File: config.mk
export PLATFORM = sky130hd
export DESIGN_NAME = wspt_mul
export DESIGN_NICKNAME = d
export VERILOG_FILES = /design/src/design/wspt_pkg.sv /design/src/design/wspt_mul.sv
export SDC_FILE = /design/constraint.sdc
export NUM_CORES = 2
export LEC_CHECK = 0
export BUFFER_PORTS_ARGS = -buffer_cell sky130_fd_sc_hd__buf_2
export CORE_MARGIN = 8
export CORE_UTILIZATION = 50
export DETAILED_ROUTE_END_ITERATION = 8
export GPL_ROUTABILITY_DRIVEN = 0
export PLACE_DENSITY = 0.73
export SETUP_SLACK_MARGIN = 0.05
export SLEW_MARGIN = 20
export SYNTH_ARGS = -nofsm -noshare
export SYNTH_HDL_FRONTEND = slang
export SYNTH_SLANG_ARGS = --single-unit
File: constraint.sdc
create_clock -name clock -period 7.8 [get_ports clock]
set_clock_uncertainty 0.1 [all_clocks]
set_input_delay 0.78 -clock clock [delete_from_list [all_inputs] [get_ports clock]]
set_output_delay 0.78 -clock clock [all_outputs]
set_load 0.03 [all_outputs]
File: src/design/wspt_pkg.sv
// Package for the wheel speed PID throttle block: field widths, register
// indexes, state and control types, reset values and the rounding function.
// It depends on nothing else; every other file of the block imports it.
`default_nettype none

package wspt_pkg;

   localparam int PULSE_W    = 11;
   localparam int SPEED_W    = 26;
   localparam int ERR_W      = 27;
   localparam int DIFF_W     = 28;
   localparam int DERIV_W    = 29;
   localparam int SUM_W      = 48;
   localparam int ACC_W      = 64;
   localparam int MOP_W      = 33;
   localparam int PROD_W     = 64;
   localparam int CSR_IDX_W  = 3;
   localparam int CSR_DATA_W = 32;
   localparam int THR_W      = 7;
   localparam int THR_INT_W  = 8;
   localparam int PW_W       = 12;
   localparam int HI_W       = 38;
   localparam int IPOS_W     = 63;

   localparam logic [SPEED_W-1:0] SPEED_MAX = {1'b0, {(SPEED_W-1){1'b1}}};
   localparam logic [SPEED_W-1:0] SPEED_MIN = {1'b1, {(SPEED_W-1){1'b0}}};
   localparam logic [SUM_W-1:0]   SUM_MAX   = {1'b0, {(SUM_W-1){1'b1}}};
   localparam logic [SUM_W-1:0]   SUM_MIN   = {1'b1, {(SUM_W-1){1'b0}}};
   localparam logic [IPOS_W-1:0]  ITERM_CAP = {1'b1, {(IPOS_W-1){1'b0}}};
   localparam logic [PW_W-1:0]    PW_LOW    = 12'd900;
   localparam logic [PW_W-1:0]    PW_MIN    = 12'd1500;
   localparam logic [PW_W-1:0]    PW_MAX    = 12'd2100;

   typedef enum logic [CSR_IDX_W-1:0] {
      REG_SET_SPEED,
      REG_SPEED_PER_PULSE,
      REG_GAIN_P,
      REG_GAIN_I,
      REG_GAIN_D,
      REG_STEP_MS,
      REG_DERIV_SCALE
   } reg_index_type;

   typedef enum logic [1:0] {
      CLAMP_NONE = 2'd0,
      CLAMP_HIGH = 2'd1,
      CLAMP_LOW  = 2'd2
   } clamp_type;

   typedef struct packed {
      logic signed [23:0] set_speed;
      logic [15:0]        speed_per_pulse;
      logic [23:0]        gain_p;
      logic [23:0]        gain_i;
      logic [23:0]        gain_d;
      logic [9:0]         step_ms;
      logic [31:0]        deriv_scale;
   } cfg_type;

   localparam logic [23:0] RST_SET_SPEED       = 24'd0;
   localparam logic [15:0] RST_SPEED_PER_PULSE = 16'd4806;
   localparam logic [23:0] RST_GAIN_P          = 24'd327680;
   localparam logic [23:0] RST_GAIN_I          = 24'd655;
   localparam logic [23:0] RST_GAIN_D          = 24'd6554;
   localparam logic [9:0]  RST_STEP_MS         = 10'd100;
   localparam logic [31:0] RST_DERIV_SCALE     = 32'd42950;

   typedef enum logic [3:0] {
      ST_IDLE,
      ST_MSPD,
      ST_ERR,
      ST_MINT,
      ST_MDIF,
      ST_MP,
      ST_MIH,
      ST_MIL,
      ST_MD,
      ST_ACCI,
      ST_ACCD,
      ST_RND,
      ST_CLMP,
      ST_MPW,
      ST_OUT
   } state_type;

   typedef enum logic [2:0] {
      MS_SPEED,
      MS_INT,
      MS_DIFF,
      MS_GP,
      MS_IHI,
      MS_ILO,
      MS_GD,
      MS_PW
   } mul_sel_type;

   typedef struct packed {
      logic        req_ready;
      logic        mul_en;
      mul_sel_type mul_sel;
      logic        ld_err;
      logic        ld_diff;
      logic        ld_esum;
      logic        ld_deriv;
      logic        ld_accp;
      logic        ld_hi;
      logic        ld_ipos;
      logic        add_i;
      logic        add_d;
      logic        ld_rnd;
      logic        ld_thr;
      logic        ld_out;
   } ctrl_type;

   // Divides by 2^32 with rounding half away from zero.
   function automatic logic signed [31:0] round32(input logic signed [ACC_W-1:0] x);
      logic [ACC_W-1:0] bias;
      logic [ACC_W-1:0] s;
      bias = x[ACC_W-1] ? 64'h0000_0000_7FFF_FFFF : 64'h0000_0000_8000_0000;
      s = x + bias;
      return s[63:32];
   endfunction

endpackage

`default_nettype wire

File: src/design/wspt_mul.sv
// Shared signed multiplier with a registered product.
// Depends on wspt_pkg for the operand and product widths.
`default_nettype none

module wspt_mul import wspt_pkg::*; (
   input  logic                     clock,
   input  logic                     en,
   input  logic signed [MOP_W-1:0]  op_a,
   input  logic signed [MOP_W-1:0]  op_b,
   output logic signed [PROD_W-1:0] prod
);

   logic signed [2*MOP_W-1:0] full;
   logic signed [PROD_W-1:0]  prod_ff;
   logic signed [PROD_W-1:0]  prod_in;

   assign full    = op_a * op_b;
   assign prod_in = en ? full[PROD_W-1:0] : prod_ff;
   assign prod    = prod_ff;

   always_ff @(posedge clock) begin
      prod_ff <= prod_in;
   end

endmodule

`default_nettype wire

==> qor.txt <==
Outcome: completed
Total Routing Usage GR: 24.0%
Number of synthesized flops with an enable pin: 64
Largest net degree at the start of global routing: 65
Worst path required time: 7.78 ns
Slew Limit Fails: 0
Register area share after synthesis: 4.78%
Max reg flops: 64
Hold Path Class: in2reg
Worst Hold Endpoint: prod[0]
Initial Util: 50.2%
Routed len/inst: 19.4 um
Slew HR: 40.5%
Dpl hpwl: 93.7 mm
Gate Count Post-Synth: 4207
Cts bufs inserted: 9
Post-route insts no fill: 5625
Worst slack, placed: -0.642 ns
Avg Cell Area, Syn: 9.55 um2
Most frequent cells in the layout: 1092 x fa_1, 1059 x inv_1, 540 x nand2_1, 531 x and2_1, 375 x buf_4
Core ar.: 80000 um2
Area of the die: 89700 um2
Via Count: 29600
# nets final: 5964
Most common cell after layout, fill and taps aside: fa_1
Async set-reset flop share out of synthesis: 0%
Period utilisation layout: 99.8%
Fin util: 58.4%
Die Span X: 299 um
Combinational family with the most area after synthesis: adder cells
Yosys warns: 0
H-tree depth: 3
First-pass GRT wire length: 171 mm
IO buf count: 131
Vias in the first global route: 33200
Worst setup path category: in2reg
Unrepaired setup endpoints after global routing: true
Fin worst setup slack: 0.0150 ns
Worst slew pin tran: 0.893 ns
# clock sinks: 64
Post-synthesis mux area share: 0.0249%
DR DRC count: 0
# IOs: 132
Antenna-violating nets left: 0
Syn_nets: 5612
Fmax: 128 MHz
Placed cell count: 5578
WHS Path Cells: 4
Setup crit end kind: flip-flop
Fill count: 6579
Adder-Cell Fraction of Synth Area: 62.6%
Gr ovfl total: 0
Area leader, netlist: fa_1
Post-Synth XOR/XNOR Area: 1.66%
Syn Std Cell Area: 40200 um2
Share of cells above drive strength 1: 16.5%
Synth Flop Type: edfxtp_1
Top cells by area, synth: fa_1 56%, inv_1 10%, and2_1 8.5%
Post-layout min period: 7.79 ns
Area grow syn2layout: 16.3%
Library cells used by synthesis: 57
Hold Path Origin: op_b[0]
Crit Path Max Fanout: 8
Area share of the largest cell type after synthesis: 56.0%
Vias per cell: 5.26
Simple logic cell fraction of the synthesized area: 15.5%
Cell Rows: 104
Initial antenna violation count: 2
Pre-Repair DR Iteration Count: 5
CTS root buf: clkbuf_16
Deepest clock path buffer count: 2
Crit path arrival time: 7.76 ns
Setup TNS: 0 ns
DIE HEIGHT: 299 um
Worst-path clk slew: 0.06 ns
Synth Area in Compound Gates: 3.20%
CTS tree: done
Max Cap Viol: 0
Final Hold Fails: 0
FF+latch count, synth: 64
First DRT Iteration DRCs: 1712
Post-Route WL: 109 mm
Endpoints failing setup: 0
Crit start category: input pin
-- through the flow --
stage | area, um2 | hold WS (ns)
after floorplan | 40300 | 0.792
after global routing | 46700 | 1.06
after detailed placement | 44900 | 1.16
final | 46700 | 1.05
after global placement | 44900 | 1.16
after CTS | 45400 | 1.08
-- synthesized netlist by cell type (all sizes together) (6+ instances only) --
cell	n
a21oi	70
and2	548
nor2b	32
clkbuf	222
o21a	18
nand4	12
nor3	12
o21bai	7
a21o	18
and3	6
nand3	18
o21ai	36
inv	1086
xor2	21
xnor2	55
nand2	547
a31oi	6
o211ai	7
nand2b	9
ha	212
edfxtp	64
fa	1125
a211oi	9
nor2	18
-- worst max path at each step --
stage	depth (start not counted)	to	slack, ns	startpoint
final	28	prod[60]	0.01	op_a[16]
after global routing	28	prod[60]	-0.21	op_a[16]
after CTS	29	prod[60]	0.007	op_b[1]
after detailed placement	27	prod[60]	-0.64	op_b[15]
after global placement	27	prod[60]	-0.50	op_b[15]
after floorplan	23	prod[63]	0.04	op_b[2]
-- cell type report --
class / instances / area [um2] / share of cell area [%]
inverters: 1086 / 4090 / 8.74
clock buffers: 9 / 225 / 0.482
clock inverters: 7 / 46.3 / 0.0991
well taps: 1060 / 1330 / 2.84
repair buffers: 563 / 5020 / 10.7
flip-flops and latches: 64 / 1920 / 4.11
diodes: 1 / 2.50 / 0.00535
multi-input cells: 2835 / 34100 / 73.0
-- cell families (layout without fill, tap and decap cells) --
logic type,Yosys count,count (layout)
adders and majority gates,1337,1337
AOI/OAI and AO/OA,200,200
and+or+nand+nor,1221,1221
muxes,1,1
DFF,64,64
buffers and inverters,1308,1665
other,0,1
xor gates and xnor gates,76,76
-- critical path, cell delays in order --
cell and delay, ns:
buf_4 0.17, buf_12 0.15, and2_1 0.15, fa_1 0.57
fa_1 0.44, fa_1 0.53, inv_1 0.06, fa_1 0.51
fa_1 0.52, inv_1 0.05, fa_1 0.48, fa_1 0.55
inv_1 0.07, fa_1 0.49, inv_1 0.05, ha_1 0.28
o21ai_1 0.14, o21ai_1 0.12, a221oi_2 0.29, buf_4 0.19
o2bb2ai_4 0.08, nor3b_2 0.15, buf_4 0.16, o211ai_1 0.10
buf_4 0.16, a211o_1 0.30, nand4_1 0.12, o311ai_2 0.10
-- repair_timing --
action                     in CTS  in global routing
gates cloned                    0                 13
hold buffers                    0                  0
resized for setup              66                275
setup endpoints to repair      23                 28
pin swaps                      26                121
setup buffers                   6                 11
-- layer usage --
metal,up-vias,wire length [um],GRT usage (%)
met5,-,11,0
met4,2,6560,13.3
met3,344,6700,3.52
met2,1108,57300,43.0
met1,15400,38300,27.5
li1,12700,-,-
Power is left out: the tool's default activity adds up to more than one toggle a clock period on the data nets, which glitch-free logic cannot reach.
