**src/design/wspt_pkg.sv**
```systemverilog
// Package for the wheel speed PID throttle block: field widths, register
// indexes, state and control types, reset values and the rounding function.
// It depends on nothing else; every other file of the block imports it.
`default_nettype none

package wspt_pkg;

   localparam int PULSE_W    = 11;
   localparam int SPEED_W    = 26;
   localparam int ERR_W      = 27;
   localparam int DIFF_W     = 28;
   localparam int DERIV_W    = 29;
   localparam int SUM_W      = 48;
   localparam int ACC_W      = 64;
   localparam int MOP_W      = 33;
   localparam int PROD_W     = 64;
   localparam int CSR_IDX_W  = 3;
   localparam int CSR_DATA_W = 32;
   localparam int THR_W      = 7;
   localparam int THR_INT_W  = 8;
   localparam int PW_W       = 12;
   localparam int HI_W       = 38;
   localparam int IPOS_W     = 63;

   localparam logic [SPEED_W-1:0] SPEED_MAX = {1'b0, {(SPEED_W-1){1'b1}}};
   localparam logic [SPEED_W-1:0] SPEED_MIN = {1'b1, {(SPEED_W-1){1'b0}}};
   localparam logic [SUM_W-1:0]   SUM_MAX   = {1'b0, {(SUM_W-1){1'b1}}};
   localparam logic [SUM_W-1:0]   SUM_MIN   = {1'b1, {(SUM_W-1){1'b0}}};
   localparam logic [IPOS_W-1:0]  ITERM_CAP = {1'b1, {(IPOS_W-1){1'b0}}};
   localparam logic [PW_W-1:0]    PW_LOW    = 12'd900;
   localparam logic [PW_W-1:0]    PW_MIN    = 12'd1500;
   localparam logic [PW_W-1:0]    PW_MAX    = 12'd2100;

   typedef enum logic [CSR_IDX_W-1:0] {
      REG_SET_SPEED,
      REG_SPEED_PER_PULSE,
      REG_GAIN_P,
      REG_GAIN_I,
      REG_GAIN_D,
      REG_STEP_MS,
      REG_DERIV_SCALE
   } reg_index_type;

   typedef enum logic [1:0] {
      CLAMP_NONE = 2'd0,
      CLAMP_HIGH = 2'd1,
      CLAMP_LOW  = 2'd2
   } clamp_type;

   typedef struct packed {
      logic signed [23:0] set_speed;
      logic [15:0]        speed_per_pulse;
      logic [23:0]        gain_p;
      logic [23:0]        gain_i;
      logic [23:0]        gain_d;
      logic [9:0]         step_ms;
      logic [31:0]        deriv_scale;
   } cfg_type;

   localparam logic [23:0] RST_SET_SPEED       = 24'd0;
   localparam logic [15:0] RST_SPEED_PER_PULSE = 16'd4806;
   localparam logic [23:0] RST_GAIN_P          = 24'd327680;
   localparam logic [23:0] RST_GAIN_I          = 24'd655;
   localparam logic [23:0] RST_GAIN_D          = 24'd6554;
   localparam logic [9:0]  RST_STEP_MS         = 10'd100;
   localparam logic [31:0] RST_DERIV_SCALE     = 32'd42950;

   typedef enum logic [3:0] {
      ST_IDLE,
      ST_MSPD,
      ST_ERR,
      ST_MINT,
      ST_MDIF,
      ST_MP,
      ST_MIH,
      ST_MIL,
      ST_MD,
      ST_ACCI,
      ST_ACCD,
      ST_RND,
      ST_CLMP,
      ST_MPW,
      ST_OUT
   } state_type;

   typedef enum logic [2:0] {
      MS_SPEED,
      MS_INT,
      MS_DIFF,
      MS_GP,
      MS_IHI,
      MS_ILO,
      MS_GD,
      MS_PW
   } mul_sel_type;

   typedef struct packed {
      logic        req_ready;
      logic        mul_en;
      mul_sel_type mul_sel;
      logic        ld_err;
      logic        ld_diff;
      logic        ld_esum;
      logic        ld_deriv;
      logic        ld_accp;
      logic        ld_hi;
      logic        ld_ipos;
      logic        add_i;
      logic        add_d;
      logic        ld_rnd;
      logic        ld_thr;
      logic        ld_out;
   } ctrl_type;

   // Divides by 2^32 with rounding half away from zero.
   function automatic logic signed [31:0] round32(input logic signed [ACC_W-1:0] x);
      logic [ACC_W-1:0] bias;
      logic [ACC_W-1:0] s;
      bias = x[ACC_W-1] ? 64'h0000_0000_7FFF_FFFF : 64'h0000_0000_8000_0000;
      s = x + bias;
      return s[63:32];
   endfunction

endpackage

`default_nettype wire

```
**src/design/wspt_fsm.sv**
```systemverilog
// Sequencer of the wheel speed PID throttle block: steps one item through the
// shared multiplier and the accumulator. Depends on wspt_pkg.
`default_nettype none

module wspt_fsm import wspt_pkg::*; (
   input  logic      clock,
   input  logic      reset,
   input  logic      req_fire,
   input  logic      out_free,
   output state_type state,
   output ctrl_type  ctrl
);

   state_type state_ff;
   state_type state_in;

   assign state = state_ff;

   always_comb begin
      state_in = state_ff;
      case (state_ff)
         ST_IDLE: if (req_fire) state_in = ST_MSPD;
         ST_MSPD: state_in = ST_ERR;
         ST_ERR:  state_in = ST_MINT;
         ST_MINT: state_in = ST_MDIF;
         ST_MDIF: state_in = ST_MP;
         ST_MP:   state_in = ST_MIH;
         ST_MIH:  state_in = ST_MIL;
         ST_MIL:  state_in = ST_MD;
         ST_MD:   state_in = ST_ACCI;
         ST_ACCI: state_in = ST_ACCD;
         ST_ACCD: state_in = ST_RND;
         ST_RND:  state_in = ST_CLMP;
         ST_CLMP: state_in = ST_MPW;
         ST_MPW:  state_in = ST_OUT;
         ST_OUT:  if (out_free) state_in = ST_IDLE;
         default: state_in = ST_IDLE;
      endcase
   end

   always_comb begin
      ctrl = '0;
      ctrl.mul_sel = MS_SPEED;
      case (state_ff)
         ST_IDLE: ctrl.req_ready = 1'b1;
         ST_MSPD: begin
            ctrl.mul_en  = 1'b1;
            ctrl.mul_sel = MS_SPEED;
         end
         ST_ERR:  ctrl.ld_err = 1'b1;
         ST_MINT: begin
            ctrl.mul_en  = 1'b1;
            ctrl.mul_sel = MS_INT;
            ctrl.ld_diff = 1'b1;
         end
         ST_MDIF: begin
            ctrl.mul_en  = 1'b1;
            ctrl.mul_sel = MS_DIFF;
            ctrl.ld_esum = 1'b1;
         end
         ST_MP: begin
            ctrl.mul_en   = 1'b1;
            ctrl.mul_sel  = MS_GP;
            ctrl.ld_deriv = 1'b1;
         end
         ST_MIH: begin
            ctrl.mul_en  = 1'b1;
            ctrl.mul_sel = MS_IHI;
            ctrl.ld_accp = 1'b1;
         end
         ST_MIL: begin
            ctrl.mul_en  = 1'b1;
            ctrl.mul_sel = MS_ILO;
            ctrl.ld_hi   = 1'b1;
         end
         ST_MD: begin
            ctrl.mul_en  = 1'b1;
            ctrl.mul_sel = MS_GD;
            ctrl.ld_ipos = 1'b1;
         end
         ST_ACCI: ctrl.add_i  = 1'b1;
         ST_ACCD: ctrl.add_d  = 1'b1;
         ST_RND:  ctrl.ld_rnd = 1'b1;
         ST_CLMP: ctrl.ld_thr = 1'b1;
         ST_MPW: begin
            ctrl.mul_en  = 1'b1;
            ctrl.mul_sel = MS_PW;
         end
         ST_OUT:  ctrl.ld_out = out_free;
         default: ctrl = '0;
      endcase
   end

   always_ff @(posedge clock) begin
      if (reset) begin
         state_ff <= ST_IDLE;
      end else begin
         state_ff <= state_in;
      end
   end

endmodule

`default_nettype wire

```
**config.mk**
```make
export PLATFORM = sky130hd
export DESIGN_NAME = wspt_fsm
export DESIGN_NICKNAME = d
export VERILOG_FILES = /design/src/design/wspt_pkg.sv /design/src/design/wspt_fsm.sv
export SDC_FILE = /design/constraint.sdc
export NUM_CORES = 1
export LEC_CHECK = 0
export BUFFER_PORTS_ARGS = -buffer_cell sky130_fd_sc_hd__buf_4
export CAP_MARGIN = 15
export CORE_MARGIN = 4
export CORE_UTILIZATION = 25
export CTS_BUF_LIST = sky130_fd_sc_hd__clkbuf_4
export CTS_CLUSTER_DIAMETER = 40
export DETAILED_ROUTE_END_ITERATION = 8
export GPL_TIMING_DRIVEN = 1
export HOLD_SLACK_MARGIN = 0.03
export PLACE_DENSITY = 0.51
export SETUP_SLACK_MARGIN = 0.3
export SYNTH_ARGS = -nofsm -noshare
export SYNTH_HDL_FRONTEND = slang
export SYNTH_SLANG_ARGS = --single-unit
```
**constraint.sdc**
```tcl
create_clock -name clock -period 1.4 [get_ports clock]
set_clock_uncertainty 0.1 [all_clocks]
set_input_delay 0 -clock clock [delete_from_list [all_inputs] [get_ports clock]]
set_output_delay 0 -clock clock [all_outputs]
set_load 0.02 [all_outputs]
```
==> results of run 1 <==
cell usage after synthesis (all sizes together):
library cell and instances:
or2 1, mux2i 1, xnor2 1, a21boi 1
nand3 2, a21oi 1, nand2 3, a31oi 2
inv 2, dfxtp 4, nand2b 5, o22ai 2
nor4 3, o211ai 1, buf 4, nor3 6
nor2b 1, nor2 11, a2bb2oi 1
per-stage QoR:
stage / total power (uW) / setup slack (ns) / cell area [um2]
2_1_floorplan: 335 / 0.243 / 448
3_3_place_gp: 436 / 0.189 / 654
3_5_place_dp: 435 / 0.183 / 654
4_1_cts: 688 / 0.108 / 960
5_1_grt: 822 / -0.0279 / 1110
6_report: 767 / 0.0431 / 1110
layout make-up:
cell class,count,area (um2)
Tap cell,15,18.8
Inverter,2,7.51
Clock buffer,3,22.5
Fill cell,71,243
Multi-Input combinational cell,42,442
Sequential cell,4,95.1
Timing Repair Buffer,54,522
worst max-delay path by stage:
stage	start	endpoint	slack, ns	cells after the start
finish	state[2]$_SDFFE_PP0P_	ctrl[14]	0.04	5
global route	state[2]$_SDFFE_PP0P_	ctrl[14]	-0.03	5
floorplan	state[1]$_SDFFE_PP0P_	ctrl[16]	0.24	2
global placement	state[1]$_SDFFE_PP0P_	state[0]$_SDFFE_PP0P_	0.19	3
CTS	state[1]$_SDFFE_PP0P_	ctrl[15]	0.11	4
detailed placement	state[1]$_SDFFE_PP0P_	ctrl[15]	0.18	4
critical path: stages, from the launching register on:
cell	delay (ns)
dfxtp_4	0.38
buf_6	0.14
nand2b_4	0.14
nand3_2	0.08
o22ai_2	0.14
buf_6	0.15
metal layers:
metal | routed length, um | up-vias | part of all wire (%) | global-route usage, %
met5 | 0 | - | 0 | 0
met4 | 12 | 0 | 0.63 | 6.82
met3 | 105 | 2 | 5.5 | 2.73
met2 | 1030 | 22 | 54 | 28.6
met1 | 771 | 299 | 40 | 20.2
li1 | - | 293 | - | -
power groups by stage:
stage | Combinational (uW) | Clock (uW) | Sequential (uW)
2_1_floorplan | 174 | 0 | 162
3_3_place_gp | 264 | 0 | 172
3_5_place_dp | 263 | 0 | 172
4_1_cts | 387 | 145 | 156
5_1_grt | 498 | 167 | 157
6_report | 474 | 139 | 153
kinds of logic (layout without fill, tap and decap cells):
kind of cell,after synthesis,in the layout,share of synthesized area (%)
compound gates,8,8,17.6
buf+inv,6,59,11.5
mux,1,1,2.70
simple gates,32,32,44.3
xor+xnor,1,1,2.37
flops,4,4,21.6
timing repair:
item                                    CTS  global route
buffers inserted                         16             5
pin swaps                                 7             9
endpoints found under the setup margin   23            23
hold endpoints to repair                  4             0
hold buffers                              3             0
gates resized for setup                  34            25
==> impl_metrics.ini, run 1 <==
[run_status]
status = finished clean

[route]
route.detailed.drc = 0
drt_iter0_markers = 10
drt_first_pass_iters = 4
via_per_inst = 5.13
ant_nets = 0
wl_per_cell_um = 16.0
wl_mm = 1.92
vias = 616

[hold_path]
hold_start = out_free
holdPathStages = 4
hp-class = in2reg
holdPathEnd = state[3]$_SDFFE_PP0P_

[finish]
area_delta_synth_final_pct = 199
antenna_cells = 0
drive_above_1_share_pct = 83.8
final_nets = 111
fin_util_pct = 82.0
mostFrequentLayoutCells = buf_6, buf_4, nor2_1, nand2b_4
largest_reg_flops = 4
final_cells = 120
final_common_cell = buf_6

[yosys]
syn_area_um2 = 370
synth_seq_cells = 4
syn_inst = 52
synth_cell_types = 24
synth_top_cell_area_share_pct = 21.6
yosysTopAreaCell = dfxtp_1
ys_warn_count = 0
syn-num-nets = 56
synth-seq-area-share_pct = 21.6
synth_area_leaders = dfxtp_1, nor2_1, nor3_1, nand2b_1, buf_6
avgSynthCellArea_um2 = 7.12

[power_and_ir_drop]
p_int_uw = 467
p_leak_uw = 0.000466
p_sw_uw = 300
clkPwrFrac_pct = 18.2
p_seq_share_pct = 20.0
swShare_pct = 39.1
power-per-cell-area_mw_per_mm2 = 692
comb_power_share_pct = 61.8
vdd_ir_drop_max_mv = 0.601

[grt]
grt_max_degree = 11
grt_pass1_vias = 527
grt_util_all_layers_pct = 16.7
grt_first_pass_wirelength_mm = 2.54
antenna_found_initial = 0
grt_overflow = 0

[critical_path]
crit_type = reg2out
endpoint_kind = output port
cp_data_required_time_ns = 1.30
arrival_ns = 1.26
reg2reg_slack_ns = 0.25
rr_endpoint = state[2]$_SDFFE_PP0P_
timing.rr.start = state[3]$_SDFFE_PP0P_
start_kind = flip-flop
crit_fanout = 6
reg2regPathDepth = 5

[clock_tree]
cts_root_buf = clkbuf_4
numCtsBuffers = 3
clockBufferDepth = 2
htreeDepth = 1
clock_latency_ns = 0.23
cts_tree = done
clock_sinks = 4
clk_pin_slew_ns = 0.04

[timing]
fmax_ghz = 0.737
final.setup.tns_ns = 0
whs_ns = 0.0756
tightest_slew_ns = 0.201
finalHoldViolations = 0
rsz0062_at_grt = true
fin_crit_sh_pct = 96.9
max_slew_margin_pct = 86.5
layout_min_cycle_time_ns = 1.36
finalSetupViolCount = 0
slew_viol_final = 0

[floorplan]
die_h_um = 46.5
rows = 13
ios = 25
core_mm2 = 0.00135
die_x_um = 46.5
die_area_mm2 = 0.00216
initial_core_util_pct = 27.4

[placed_design]
gp_congestion = 0.759
port_buffers = 24
dpl.hpwl_um = 878
dp_cells = 93

[run]
drv_cap = 0
Note: power is estimated with default switching activity, not from simulation.
==> run 2, diff against run 1 <==
- HOLD_SLACK_MARGIN: 0.03 -> 0.12
==> run 2 against run 1 <==
Compared with the run above:
- cell count stayed put
- via count shrank 0.97%
- setup slack better by 0.0064 ns
- worst hold slack gained 0.19 ns
- maximum frequency up 0.47%
- sequential share of layout area unchanged
- critical path type unchanged
- critical endpoint unchanged
==> impl_metrics.ini, run 2 (synthesis results as in run 1) <==
[route]
wl_per_cell_um = 15.9
vias = 610
wl_mm = 1.90
drt_iter0_markers = 11
drt_first_pass_iters = 4
route.detailed.drc = 0
ant_nets = 0
via_per_inst = 5.08

[finish]
fill_cells = 71
fin_util_pct = 82.0
final_nets = 111
drive_above_1_share_pct = 83.8
area_delta_synth_final_pct = 199
final_cells = 120
largest_reg_flops = 4
mostFrequentLayoutCells = buf_6, buf_4, nor2_1, nand2b_4
final_common_cell = buf_6
final_area_mm2 = 0.00111
antenna_cells = 0

[grt]
grt_overflow = 0
grt_pass1_vias = 524
grt_util_all_layers_pct = 16.5
grt_first_pass_wirelength_mm = 2.52
grt_max_degree = 11
antenna_found_initial = 0

[clock_tree]
htreeDepth = 1
clk_pin_slew_ns = 0.04
clock_latency_ns = 0.23
clockBufferDepth = 2
numCtsBuffers = 3
cts_root_buf = clkbuf_4
cts_tree = done
clock_sinks = 4

[timing]
finalHoldViolations = 0
layout_min_cycle_time_ns = 1.35
fmax_ghz = 0.740
fin_crit_sh_pct = 96.5
max_slew_margin_pct = 86.5
worst_slack_ns = 0.0494
finalSetupViolCount = 0
tightest_slew_ns = 0.201
slew_viol_final = 0
whs_ns = 0.265
rsz0062_at_grt = true

[hold_path]
hold_start = out_free
holdPathEnd = ctrl[0]
hp-class = in2out
holdPathStages = 4

[floorplan]
rows = 13
initial_core_util_pct = 27.4
die_x_um = 46.5
die_area_mm2 = 0.00216
die_h_um = 46.5
ios = 25
core_mm2 = 0.00135

[power_and_ir_drop]
p_leak_uw = 0.000466
power-per-cell-area_mw_per_mm2 = 692
vdd_ir_drop_max_mv = 0.601

[placed_design]
gp_congestion = 0.759
dp_slack_ns = 0.183
port_buffers = 24
dp_cells = 93
dpl.hpwl_um = 878
postPlaceCellArea_um2 = 654

[critical_path]
endpoint_kind = output port
reg2regPathDepth = 5
arrival_ns = 1.25
cp_data_required_time_ns = 1.30
crit_fanout = 6
crit_type = reg2out
rr_endpoint = state[2]$_SDFFE_PP0P_
timing.rr.start = state[3]$_SDFFE_PP0P_
start_kind = flip-flop
reg2reg_slack_ns = 0.26

[run]
drv_cap = 0

[run_status]
status = finished clean
## run 2: cell counts in the layout (fill, tap and decap cells not counted)
No cell type changed its count.
## run 2: routing by layer
| layer | track usage (%) | up-vias | share of wire [%] |
|---|---|---|---|
| met1 | 20.2 | 293 | 40 |
| met5 | 0 | - | 0 |
| met4 | 6.82 | 0 | 0.63 |
| met2 | 28.0 | 22 | 53 |
| met3 | 2.73 | 2 | 5.5 |
| li1 | - | 293 | - |
## run 2: power by group
part	total [uW]	leakage, uW	switching, uW	internal (uW)
clock	139	0.0000138	43.5	95.7
combinational	474	0.000417	228	245
sequential	153	0.0000356	27.1	126
## run 2: final cells by class
class	count	area, um2	area share [%]
Timing Repair Buffer	54	522	47.1
Multi-Input combinational cell	42	442	39.9
Sequential cell	4	95.1	8.59
Clock buffer	3	22.5	2.03
Tap cell	15	18.8	1.69
Inverter	2	7.51	0.678
## run 2: critical path, cell delays in order (launching register included)
cell	delay, ns
dfxtp_4	0.38
buf_6	0.14
nand2b_4	0.14
nand3_2	0.08
o22ai_2	0.14
buf_6	0.15
## run 2: worst max path at each step
| stage | start | to | slack (ns) | depth (start not counted) |
|---|---|---|---|---|
| floorplan | state[1]$_SDFFE_PP0P_ | ctrl[16] | 0.24 | 2 |
| global placement | state[1]$_SDFFE_PP0P_ | state[0]$_SDFFE_PP0P_ | 0.19 | 3 |
| detailed placement | state[1]$_SDFFE_PP0P_ | ctrl[15] | 0.18 | 4 |
| CTS | state[1]$_SDFFE_PP0P_ | ctrl[15] | 0.11 | 4 |
| global route | state[2]$_SDFFE_PP0P_ | ctrl[14] | -0.03 | 5 |
| finish | state[2]$_SDFFE_PP0P_ | ctrl[14] | 0.05 | 5 |
## run 2: timing repair
| action | 4_1_cts | 5_1_grt |
|---|---|---|
| pin swaps | 7 | 9 |
| buffers inserted | 16 | 5 |
| endpoints found under the setup margin | 23 | 23 |
| cloned | 0 | 0 |
| endpoints found under the hold margin | 4 | 0 |
| resized for setup | 34 | 25 |
| hold buffers | 3 | 0 |
## run 2: stage by stage
step	setup TNS, ns	total power [uW]
2_1_floorplan	0	335
3_3_place_gp	0	436
3_5_place_dp	0	435
4_1_cts	0	688
5_1_grt	-0.0279	822
6_report	0	766
