===== config.mk =====
export PLATFORM = sky130hd
export DESIGN_NAME = wspt_csr_flat
export DESIGN_NICKNAME = d
export VERILOG_FILES = /design/src/design/wspt_pkg.sv /design/src/design/wspt_csr_if.sv /design/src/design/wspt_csr.sv /design/src/flat_wrapper.sv
export SDC_FILE = /design/constraint.sdc
export NUM_CORES = 1
export LEC_CHECK = 0
export BUFFER_PORTS_ARGS = -buffer_cell sky130_fd_sc_hd__buf_2
export CORE_MARGIN = 2
export CORE_UTILIZATION = 35
export DETAILED_ROUTE_END_ITERATION = 6
export GPL_TIMING_DRIVEN = 0
export RECOVER_POWER = 100
export REMOVE_ABC_BUFFERS = 1
export SETUP_SLACK_MARGIN = 0.4
export SYNTH_ARGS = -nofsm -noshare
export SYNTH_HDL_FRONTEND = slang
export SYNTH_SLANG_ARGS = --single-unit

===== constraint.sdc =====
create_clock -name clock -period 1.1 [get_ports clock]
set_input_delay 0.055 -clock clock [delete_from_list [all_inputs] [get_ports clock]]
set_output_delay 0.055 -clock clock [all_outputs]
set_load 0.005 [all_outputs]

===== src/design/wspt_pkg.sv =====
// Package for the wheel speed PID throttle block: field widths, register
// indexes, state and control types, reset values and the rounding function.
// It depends on nothing else; every other file of the block imports it.
`default_nettype none

package wspt_pkg;

   localparam int PULSE_W    = 11;
   localparam int SPEED_W    = 26;
   localparam int ERR_W      = 27;
   localparam int DIFF_W     = 28;
   localparam int DERIV_W    = 29;
   localparam int SUM_W      = 48;
   localparam int ACC_W      = 64;
   localparam int MOP_W      = 33;
   localparam int PROD_W     = 64;
   localparam int CSR_IDX_W  = 3;
   localparam int CSR_DATA_W = 32;
   localparam int THR_W      = 7;
   localparam int THR_INT_W  = 8;
   localparam int PW_W       = 12;
   localparam int HI_W       = 38;
   localparam int IPOS_W     = 63;

   localparam logic [SPEED_W-1:0] SPEED_MAX = {1'b0, {(SPEED_W-1){1'b1}}};
   localparam logic [SPEED_W-1:0] SPEED_MIN = {1'b1, {(SPEED_W-1){1'b0}}};
   localparam logic [SUM_W-1:0]   SUM_MAX   = {1'b0, {(SUM_W-1){1'b1}}};
   localparam logic [SUM_W-1:0]   SUM_MIN   = {1'b1, {(SUM_W-1){1'b0}}};
   localparam logic [IPOS_W-1:0]  ITERM_CAP = {1'b1, {(IPOS_W-1){1'b0}}};
   localparam logic [PW_W-1:0]    PW_LOW    = 12'd900;
   localparam logic [PW_W-1:0]    PW_MIN    = 12'd1500;
   localparam logic [PW_W-1:0]    PW_MAX    = 12'd2100;

   typedef enum logic [CSR_IDX_W-1:0] {
      REG_SET_SPEED,
      REG_SPEED_PER_PULSE,
      REG_GAIN_P,
      REG_GAIN_I,
      REG_GAIN_D,
      REG_STEP_MS,
      REG_DERIV_SCALE
   } reg_index_type;

   typedef enum logic [1:0] {
      CLAMP_NONE = 2'd0,
      CLAMP_HIGH = 2'd1,
      CLAMP_LOW  = 2'd2
   } clamp_type;

   typedef struct packed {
      logic signed [23:0] set_speed;
      logic [15:0]        speed_per_pulse;
      logic [23:0]        gain_p;
      logic [23:0]        gain_i;
      logic [23:0]        gain_d;
      logic [9:0]         step_ms;
      logic [31:0]        deriv_scale;
   } cfg_type;

   localparam logic [23:0] RST_SET_SPEED       = 24'd0;
   localparam logic [15:0] RST_SPEED_PER_PULSE = 16'd4806;
   localparam logic [23:0] RST_GAIN_P          = 24'd327680;
   localparam logic [23:0] RST_GAIN_I          = 24'd655;
   localparam logic [23:0] RST_GAIN_D          = 24'd6554;
   localparam logic [9:0]  RST_STEP_MS         = 10'd100;
   localparam logic [31:0] RST_DERIV_SCALE     = 32'd42950;

   typedef enum logic [3:0] {
      ST_IDLE,
      ST_MSPD,
      ST_ERR,
      ST_MINT,
      ST_MDIF,
      ST_MP,
      ST_MIH,
      ST_MIL,
      ST_MD,
      ST_ACCI,
      ST_ACCD,
      ST_RND,
      ST_CLMP,
      ST_MPW,
      ST_OUT
   } state_type;

   typedef enum logic [2:0] {
      MS_SPEED,
      MS_INT,
      MS_DIFF,
      MS_GP,
      MS_IHI,
      MS_ILO,
      MS_GD,
      MS_PW
   } mul_sel_type;

   typedef struct packed {
      logic        req_ready;
      logic        mul_en;
      mul_sel_type mul_sel;
      logic        ld_err;
      logic        ld_diff;
      logic        ld_esum;
      logic        ld_deriv;
      logic        ld_accp;
      logic        ld_hi;
      logic        ld_ipos;
      logic        add_i;
      logic        add_d;
      logic        ld_rnd;
      logic        ld_thr;
      logic        ld_out;
   } ctrl_type;

   // Divides by 2^32 with rounding half away from zero.
   function automatic logic signed [31:0] round32(input logic signed [ACC_W-1:0] x);
      logic [ACC_W-1:0] bias;
      logic [ACC_W-1:0] s;
      bias = x[ACC_W-1] ? 64'h0000_0000_7FFF_FFFF : 64'h0000_0000_8000_0000;
      s = x + bias;
      return s[63:32];
   endfunction

endpackage

`default_nettype wire


===== src/design/wspt_csr_if.sv =====
// Configuration write interface: register index and write data per transaction.
// Depends on wspt_pkg for the field widths.
`default_nettype none

interface wspt_csr_if import wspt_pkg::*; ();
   logic                  valid;
   logic                  ready;
   logic [CSR_IDX_W-1:0]  index;
   logic [CSR_DATA_W-1:0] data;

   modport source (output valid, output index, output data, input ready);
   modport sink (input valid, input index, input data, output ready);
endinterface

`default_nettype wire


===== src/design/wspt_csr.sv =====
// Configuration register file of the wheel speed PID throttle block.
// Depends on wspt_pkg and wspt_csr_if.
`default_nettype none

module wspt_csr import wspt_pkg::*; (
   input  logic       clock,
   input  logic       reset,
   wspt_csr_if.sink   csr_ch,
   output cfg_type    cfg
);

   cfg_type cfg_ff;
   cfg_type cfg_in;

   assign csr_ch.ready = !reset;
   assign cfg = cfg_ff;

   always_comb begin
      cfg_in = cfg_ff;
      if (csr_ch.valid) begin
         case (reg_index_type'(csr_ch.index))
            REG_SET_SPEED:       cfg_in.set_speed       = csr_ch.data[23:0];
            REG_SPEED_PER_PULSE: cfg_in.speed_per_pulse = csr_ch.data[15:0];
            REG_GAIN_P:          cfg_in.gain_p          = csr_ch.data[23:0];
            REG_GAIN_I:          cfg_in.gain_i          = csr_ch.data[23:0];
            REG_GAIN_D:          cfg_in.gain_d          = csr_ch.data[23:0];
            REG_STEP_MS:         cfg_in.step_ms         = csr_ch.data[9:0];
            REG_DERIV_SCALE:     cfg_in.deriv_scale     = csr_ch.data[31:0];
            default:             cfg_in = cfg_ff;
         endcase
      end
   end

   always_ff @(posedge clock) begin
      if (reset) begin
         cfg_ff.set_speed       <= RST_SET_SPEED;
         cfg_ff.speed_per_pulse <= RST_SPEED_PER_PULSE;
         cfg_ff.gain_p          <= RST_GAIN_P;
         cfg_ff.gain_i          <= RST_GAIN_I;
         cfg_ff.gain_d          <= RST_GAIN_D;
         cfg_ff.step_ms         <= RST_STEP_MS;
         cfg_ff.deriv_scale     <= RST_DERIV_SCALE;
      end else begin
         cfg_ff <= cfg_in;
      end
   end

endmodule

`default_nettype wire


===== src/flat_wrapper.sv =====
// flat-port wrapper written by rule: the top's interface ports become plain ports
module wspt_csr_flat import wspt_pkg::*;
  (clock, reset, cfg, csr_ch_valid, csr_ch_index, csr_ch_data, csr_ch_ready);
  wspt_csr_if csr_ch_i ();
  input  logic clock;
  input  logic reset;
  output cfg_type cfg;
  input wire logic [$bits(csr_ch_i.valid)-1:0] csr_ch_valid;
  input wire logic [$bits(csr_ch_i.index)-1:0] csr_ch_index;
  input wire logic [$bits(csr_ch_i.data)-1:0] csr_ch_data;
  output wire logic [$bits(csr_ch_i.ready)-1:0] csr_ch_ready;
  assign csr_ch_i.valid = csr_ch_valid;
  assign csr_ch_i.index = csr_ch_index;
  assign csr_ch_i.data = csr_ch_data;
  assign csr_ch_ready = csr_ch_i.ready;
  wspt_csr u_core (.clock(clock), .reset(reset), .csr_ch(csr_ch_i), .cfg(cfg));
endmodule

==> results of run 1 <==
## routing by layer
layer | global-route usage, % | part of all wire (%) | vias up
met5 | 0 | 0 | -
met4 | 5.79 | 1.4 | 0
met3 | 5.67 | 5.6 | 19
met2 | 30.4 | 49 | 130
met1 | 22.2 | 44 | 2339
li1 | - | - | 2375
## how the worst max path moves through the flow
| stage | start | to | depth (start not counted) |
|---|---|---|---|
| 2_1_floorplan | csr_ch_index[0] | u_core.cfg[0] | 2 |
| 3_3_place_gp | reset | u_core.cfg[98] | 3 |
| 3_5_place_dp | csr_ch_index[2] | u_core.cfg[72] | 3 |
| 4_1_cts | u_core.cfg[64] | cfg[64] | 1 |
| 5_1_grt | u_core.cfg[81] | cfg[81] | 1 |
| 6_report | csr_ch_index[1] | u_core.cfg[136] | 3 |
## cells by family after synthesis
| group | Yosys count | share of synthesized area [%] |
|---|---|---|
| buffers and inverters | 46 | 4.22 |
| multiplexers | 154 | 25.1 |
| AND/OR/NAND/NOR | 214 | 20.5 |
| flip-flops | 154 | 50.2 |
## repair_timing
item                                    4_1_cts  5_1_grt
resized for setup                           233       90
setup buffers                                29       14
hold buffers                                 28        2
cloned                                        5        2
pin swaps                                     6        4
endpoints found under the hold margin        68       10
endpoints found under the setup margin      309      252
## worst max-delay path, cell delays in order
cell and delay, ns:
clkbuf_4 0.18, or4b_1 0.85, mux2i_1 0.20
## cells in the mapped netlist, drive strengths merged
library cell	count	share of area, %
dfxtp	154	50
mux2i	154	25
nand2b	153	16
nor2	50	3.1
clkbuf	25	1.5
buf	20	2.6
nand4b	3	0.43
nand4bb	3	0.55
and4b	2	0.33
and4bb	1	0.20
inv	1	0.061
nor4bb	1	0.16
or4b	1	0.22
## power by group through the flow
stage	Clock (mW)	Sequential, mW	Combinational, mW
floorplan	0	5.90	0.379
CTS	5.74	5.79	1.10
detailed placement	0	5.89	0.820
finish	5.62	5.78	1.15
global placement	0	5.88	0.781
global route	5.99	5.79	1.23
## through the flow
stage	setup TNS, ns	area (µm²)	instances	power [mW]
finish	0	9350	1055	12.6
global route	0	9350	1055	13.0
CTS	0	9150	1039	12.6
detailed placement	-59.24	7270	946	6.71
global placement	-211.80	7130	940	6.66
floorplan	-14.48	5890	523	6.28
## cells in the final DEF (no fill, tap or decap), drive strengths merged
master / netlist / layout
buf: 20 / 217
dfxtp: 154 / 154
mux2i: 154 / 154
nand2b: 153 / 153
clkbuf: 25 / 54
nor2: 50 / 50
dlygate4sd3: 0 / 28
nand4b: 3 / 3
or4b: 1 / 3
clkinvlp: 0 / 3
nand4bb: 3 / 3
and4b: 2 / 2
clkinv: 0 / 2
inv: 1 / 1
and4bb: 1 / 1
nor4bb: 1 / 1
bufinv: 0 / 1
## cell type report
class / count / area, µm²
Tap cell: 225 / 282
Inverter: 1 / 3.75
Clock inverter: 6 / 62.6
Fill cell: 1613 / 7890
Multi-Input combinational cell: 370 / 2960
Clock buffer: 25 / 505
Timing Repair Buffer: 274 / 2440
Sequential cell: 154 / 3080
==> results.ini, run 1 <==
[run_status]
outcome = complete, but fails checks
failed_checks = negative hold slack

[worst_hold_path]
hold_end = u_core.cfg[123]
holdCritPathClass = input port to flop
min_from = csr_ch_data[9]
hold_depth = 3

[critical_path]
required_ns = 1.38
worstSetupPathType = input port to flop
ff2ff_setup_slack_ns = 0.37
cp-start-kind = input port
end_kind = flop
timing.rr.start = u_core.cfg[132]
reg2reg_depth = 3
r2r-end = u_core.cfg[132]
critPathArrivalTime_ns = 1.30
crit_fanout = 13

[timing]
setup_viol = 0
rsz0062_at_grt = true
fin_ws_ns = 0.0790
fin_hold_ws_ns = -0.0324
fin_crit_sh_pct = 92.8
report.final.hold_viol_count = 3
slew_headroom_pct = 45.3
tightest_slew_ns = 0.820
maxSlewViolCount = 0
skew_ns = 0
clock.fmax_mhz = 979
min_period_ns = 1.02

[synth]
ys_ff_latch = 154
syn-cell-area_um2 = 6140
ys_types = 16
synth_area_per_cell_um2 = 10.8
ys_warn_count = 0
postSynthCellCount = 568
seq_area_frac_synth_pct = 50.2

[clocking]
htreeDepth = 4
root_buffer = clkbuf_16
max-clock-path-buffers = 2
cts_made_buffers = 17
clk_pin_slew_ns = 0.06
clkLatencyLatePin_ns = 0.41
clock_sinks = 154
tritoncts = done

[grt]
overflow = 0
antenna_found_initial = 0
track_usage_pct = 18.1
grt_pass1_vias = 4845
grt_pass1_wl_um = 25900
grt_max_degree = 107

[placed_design]
gp_congestion = 0.714
pre_cts_ws_ns = -0.608
dpl.hpwl_um = 10300
io_buffer_count = 192

[floorplanning]
die_h_um = 137
io_pins = 193
start_util_pct = 35.6
num_rows = 48
core_um2 = 17200
dieArea_um2 = 18600
die_w_um = 137

[cells_and_area]
layout.nets = 856
utilization_pct = 54.2
diodes = 0
largest_reg_flops = 154
area_delta_synth_final_pct = 52.1
drive_above_1_share_pct = 32.7

[power]
leakagePower_nw = 4.48
seq_power_share_pct = 46.1
clkPwrFrac_pct = 44.7
combPwrFrac_pct = 9.2
internal_power_mw = 9.75
power.net_switching_mw = 2.80
ir_drop_mv = 1.07
swShare_pct = 22.3
cellPowerDensity_nw_per_um2 = 1340

[detailed_routing]
vias = 4863
drt-vias-per-instance = 4.61
wl_um = 17900
drtIter0Drc = 149
drt_first_pass_iters = 4
ant_nets = 0
wl_per_cell_um = 16.9
drc = 0

[flow_run]
drv_cap = 0

(Power assumes the default switching activity.)
==> run 2: changes to the inputs <==
==> constraint.sdc (replaced) <==
create_clock -name clock -period 0.9 [get_ports clock]
set_input_delay 0.045 -clock clock [delete_from_list [all_inputs] [get_ports clock]]
set_output_delay 0.045 -clock clock [all_outputs]
set_load 0.005 [all_outputs]
==> results.ini, run 2 (same netlist as run 1, synthesis figures left out) <==
[critical_path]
timing.rr.start = u_core.cfg[24]
required_ns = 0.85  ; -0.53 ns
crit_slowest_cell = dfxtp_1
max_stage_delay_ns = 0.36  ; -0.49 ns
worst-path-buf-inv = 1  ; unchanged
reg2reg_depth = 4  ; +1
crit_fanout = 2  ; -11
crit_family = flip-flops
worstSetupPathType = flop to output pin
ff2ff_setup_slack_ns = 0.15  ; -0.22 ns
cp-start-kind = flop
worstPathCellList = buf_6
r2r-end = u_core.cfg[24]
end_kind = output pin
critPathArrivalTime_ns = 0.88  ; -0.42 ns

[timing]
fin_hold_ws_ns = -0.110  ; -0.0780 ns
report.final.hold_viol_count = 57  ; +54
tightest_slew_ns = 0.421  ; -0.400 ns
rsz0062_at_grt = true
min_period_ns = 0.920
maxSlewViolCount = 0  ; unchanged
skew_ns = 0  ; unchanged
slew_headroom_pct = 72.0  ; +27 points
setup_viol = 41  ; +41
fin_ws_ns = -0.0202  ; -0.0992 ns
fin_crit_sh_pct = 102
clock.fmax_mhz = 1090

[power]
cellPowerDensity_nw_per_um2 = 1620  ; +20%
leakagePower_nw = 4.58  ; +2.2%
ir_drop_mv = 1.29  ; +20%

[floorplanning]
dieArea_um2 = 18600  ; unchanged
io_pins = 193  ; unchanged
start_util_pct = 35.6  ; unchanged
num_rows = 48  ; unchanged
die_h_um = 137  ; unchanged
core_um2 = 17200  ; unchanged
die_w_um = 137  ; unchanged

[cells_and_area]
postLayoutCellArea_um2 = 9480  ; +1.4%
layout.nets = 840  ; -1.9%
final_common_cell = mux2i_1
layout_common_cells = 153 x mux2i_1, 140 x nand2b_1, 137 x dfxtp_2, 120 x buf_6, 101 x buf_2
largest_reg_flops = 154  ; unchanged
area_delta_synth_final_pct = 54.2
finalNonFillerCells = 1040  ; -1.4%
utilization_pct = 55.0  ; +0.76 points
drive_above_1_share_pct = 54.9  ; +22 points

[detailed_routing]
ant_nets = 0  ; unchanged
vias = 4826  ; -0.76%
wl_per_cell_um = 17.0  ; +0.27%
wl_um = 17700  ; -1.2%
drc = 0  ; unchanged
drt_first_pass_iters = 4  ; unchanged
drt-vias-per-instance = 4.64  ; +0.67%
drtIter0Drc = 191  ; +28%

[clocking]
clk_pin_slew_ns = 0.06  ; about the same
max-clock-path-buffers = 2  ; unchanged
tritoncts = done
htreeDepth = 4  ; unchanged
clock_sinks = 154  ; unchanged
root_buffer = clkbuf_16
cts_made_buffers = 17  ; unchanged
clkLatencyLatePin_ns = 0.41  ; about the same

[grt]
overflow = 0  ; unchanged
met3_usage_pct = 5.74  ; +0.074 points
grt_pass1_vias = 4857  ; +0.25%
track_usage_pct = 18.7  ; +0.53 points
antenna_found_initial = 0  ; unchanged
grt_pass1_wl_um = 26600  ; +2.6%
grt.busiest_layer = met2
grtUsageMet1_pct = 22.7  ; +0.57 points
use_met2_pct = 31.3  ; +0.81 points
grt_max_degree = 54  ; -50%

[run_status]
outcome = complete, but fails checks
failed_checks = negative hold slack, negative setup slack

[worst_hold_path]
hold_end = u_core.cfg[27]
min_from = csr_ch_data[27]
holdCritPathClass = input port to flop
hold_depth = 3  ; unchanged

[flow_run]
drv_cap = 0  ; unchanged

[placed_design]
io_buffer_count = 192  ; unchanged
placed_area_um2 = 7270  ; unchanged
dpl.hpwl_um = 10300  ; unchanged
dp.cells = 946  ; unchanged
pre_cts_ws_ns = -0.798  ; -0.190 ns
gp_congestion = 0.714  ; unchanged

==> run 2: through the flow <==
step	setup TNS [ns]	total power, mW
global route	-4.58	15.9
detailed placement	-88.56	8.20
CTS	-2.03	15.4
floorplan	-32.71	7.67
global placement	-241.24	8.14
finish	-0.241	15.3
==> run 2: worst max-delay path by stage <==
stage | start | endpoint | slack [ns] | depth (start not counted)
after floorplan | csr_ch_index[0] | u_core.cfg[0] | -0.50 | 2
after global placement | reset | u_core.cfg[98] | -1.64 | 3
after detailed placement | csr_ch_index[2] | u_core.cfg[72] | -0.80 | 3
after CTS | u_core.cfg[64] | cfg[64] | -0.03 | 1
after global routing | u_core.cfg[143] | cfg[143] | -0.05 | 1
final | u_core.cfg[106] | cfg[106] | -0.02 | 1
==> run 2: what timing repair did <==
item	CTS	global route
buffers inserted	35	17
pin swaps	38	3
endpoints found under the setup margin	309	308
gates cloned	7	0
hold buffers	2	1
resized for setup	249	95
hold endpoints to repair	94	59
==> run 2: where the power goes <==
part,internal (mW),switching [mW],leakage (nW),total [mW]
registers,7.00,0.102,1.29,7.10
clock network,4.15,2.71,0.271,6.86
logic,0.765,0.602,3.02,1.37
total,11.9,3.41,4.58,15.3
==> run 2: layout make-up <==
class	instances	area, µm²
Fill cell	1520	7760
Sequential cell	154	3250
Multi-Input combinational cell	370	3040
Timing Repair Buffer	258	2330
Clock buffer	25	505
Tap cell	225	282
Clock inverter	6	62.6
Inverter	1	3.75
Antenna cell	1	2.50
==> run 2: metal layers <==
| metal | vias up | wire [µm] |
|---|---|---|
| li1 | 2351 | - |
| met1 | 2312 | 7690 |
| met2 | 137 | 8620 |
| met3 | 26 | 1060 |
| met4 | 0 | 306 |
| met5 | - | 0 |
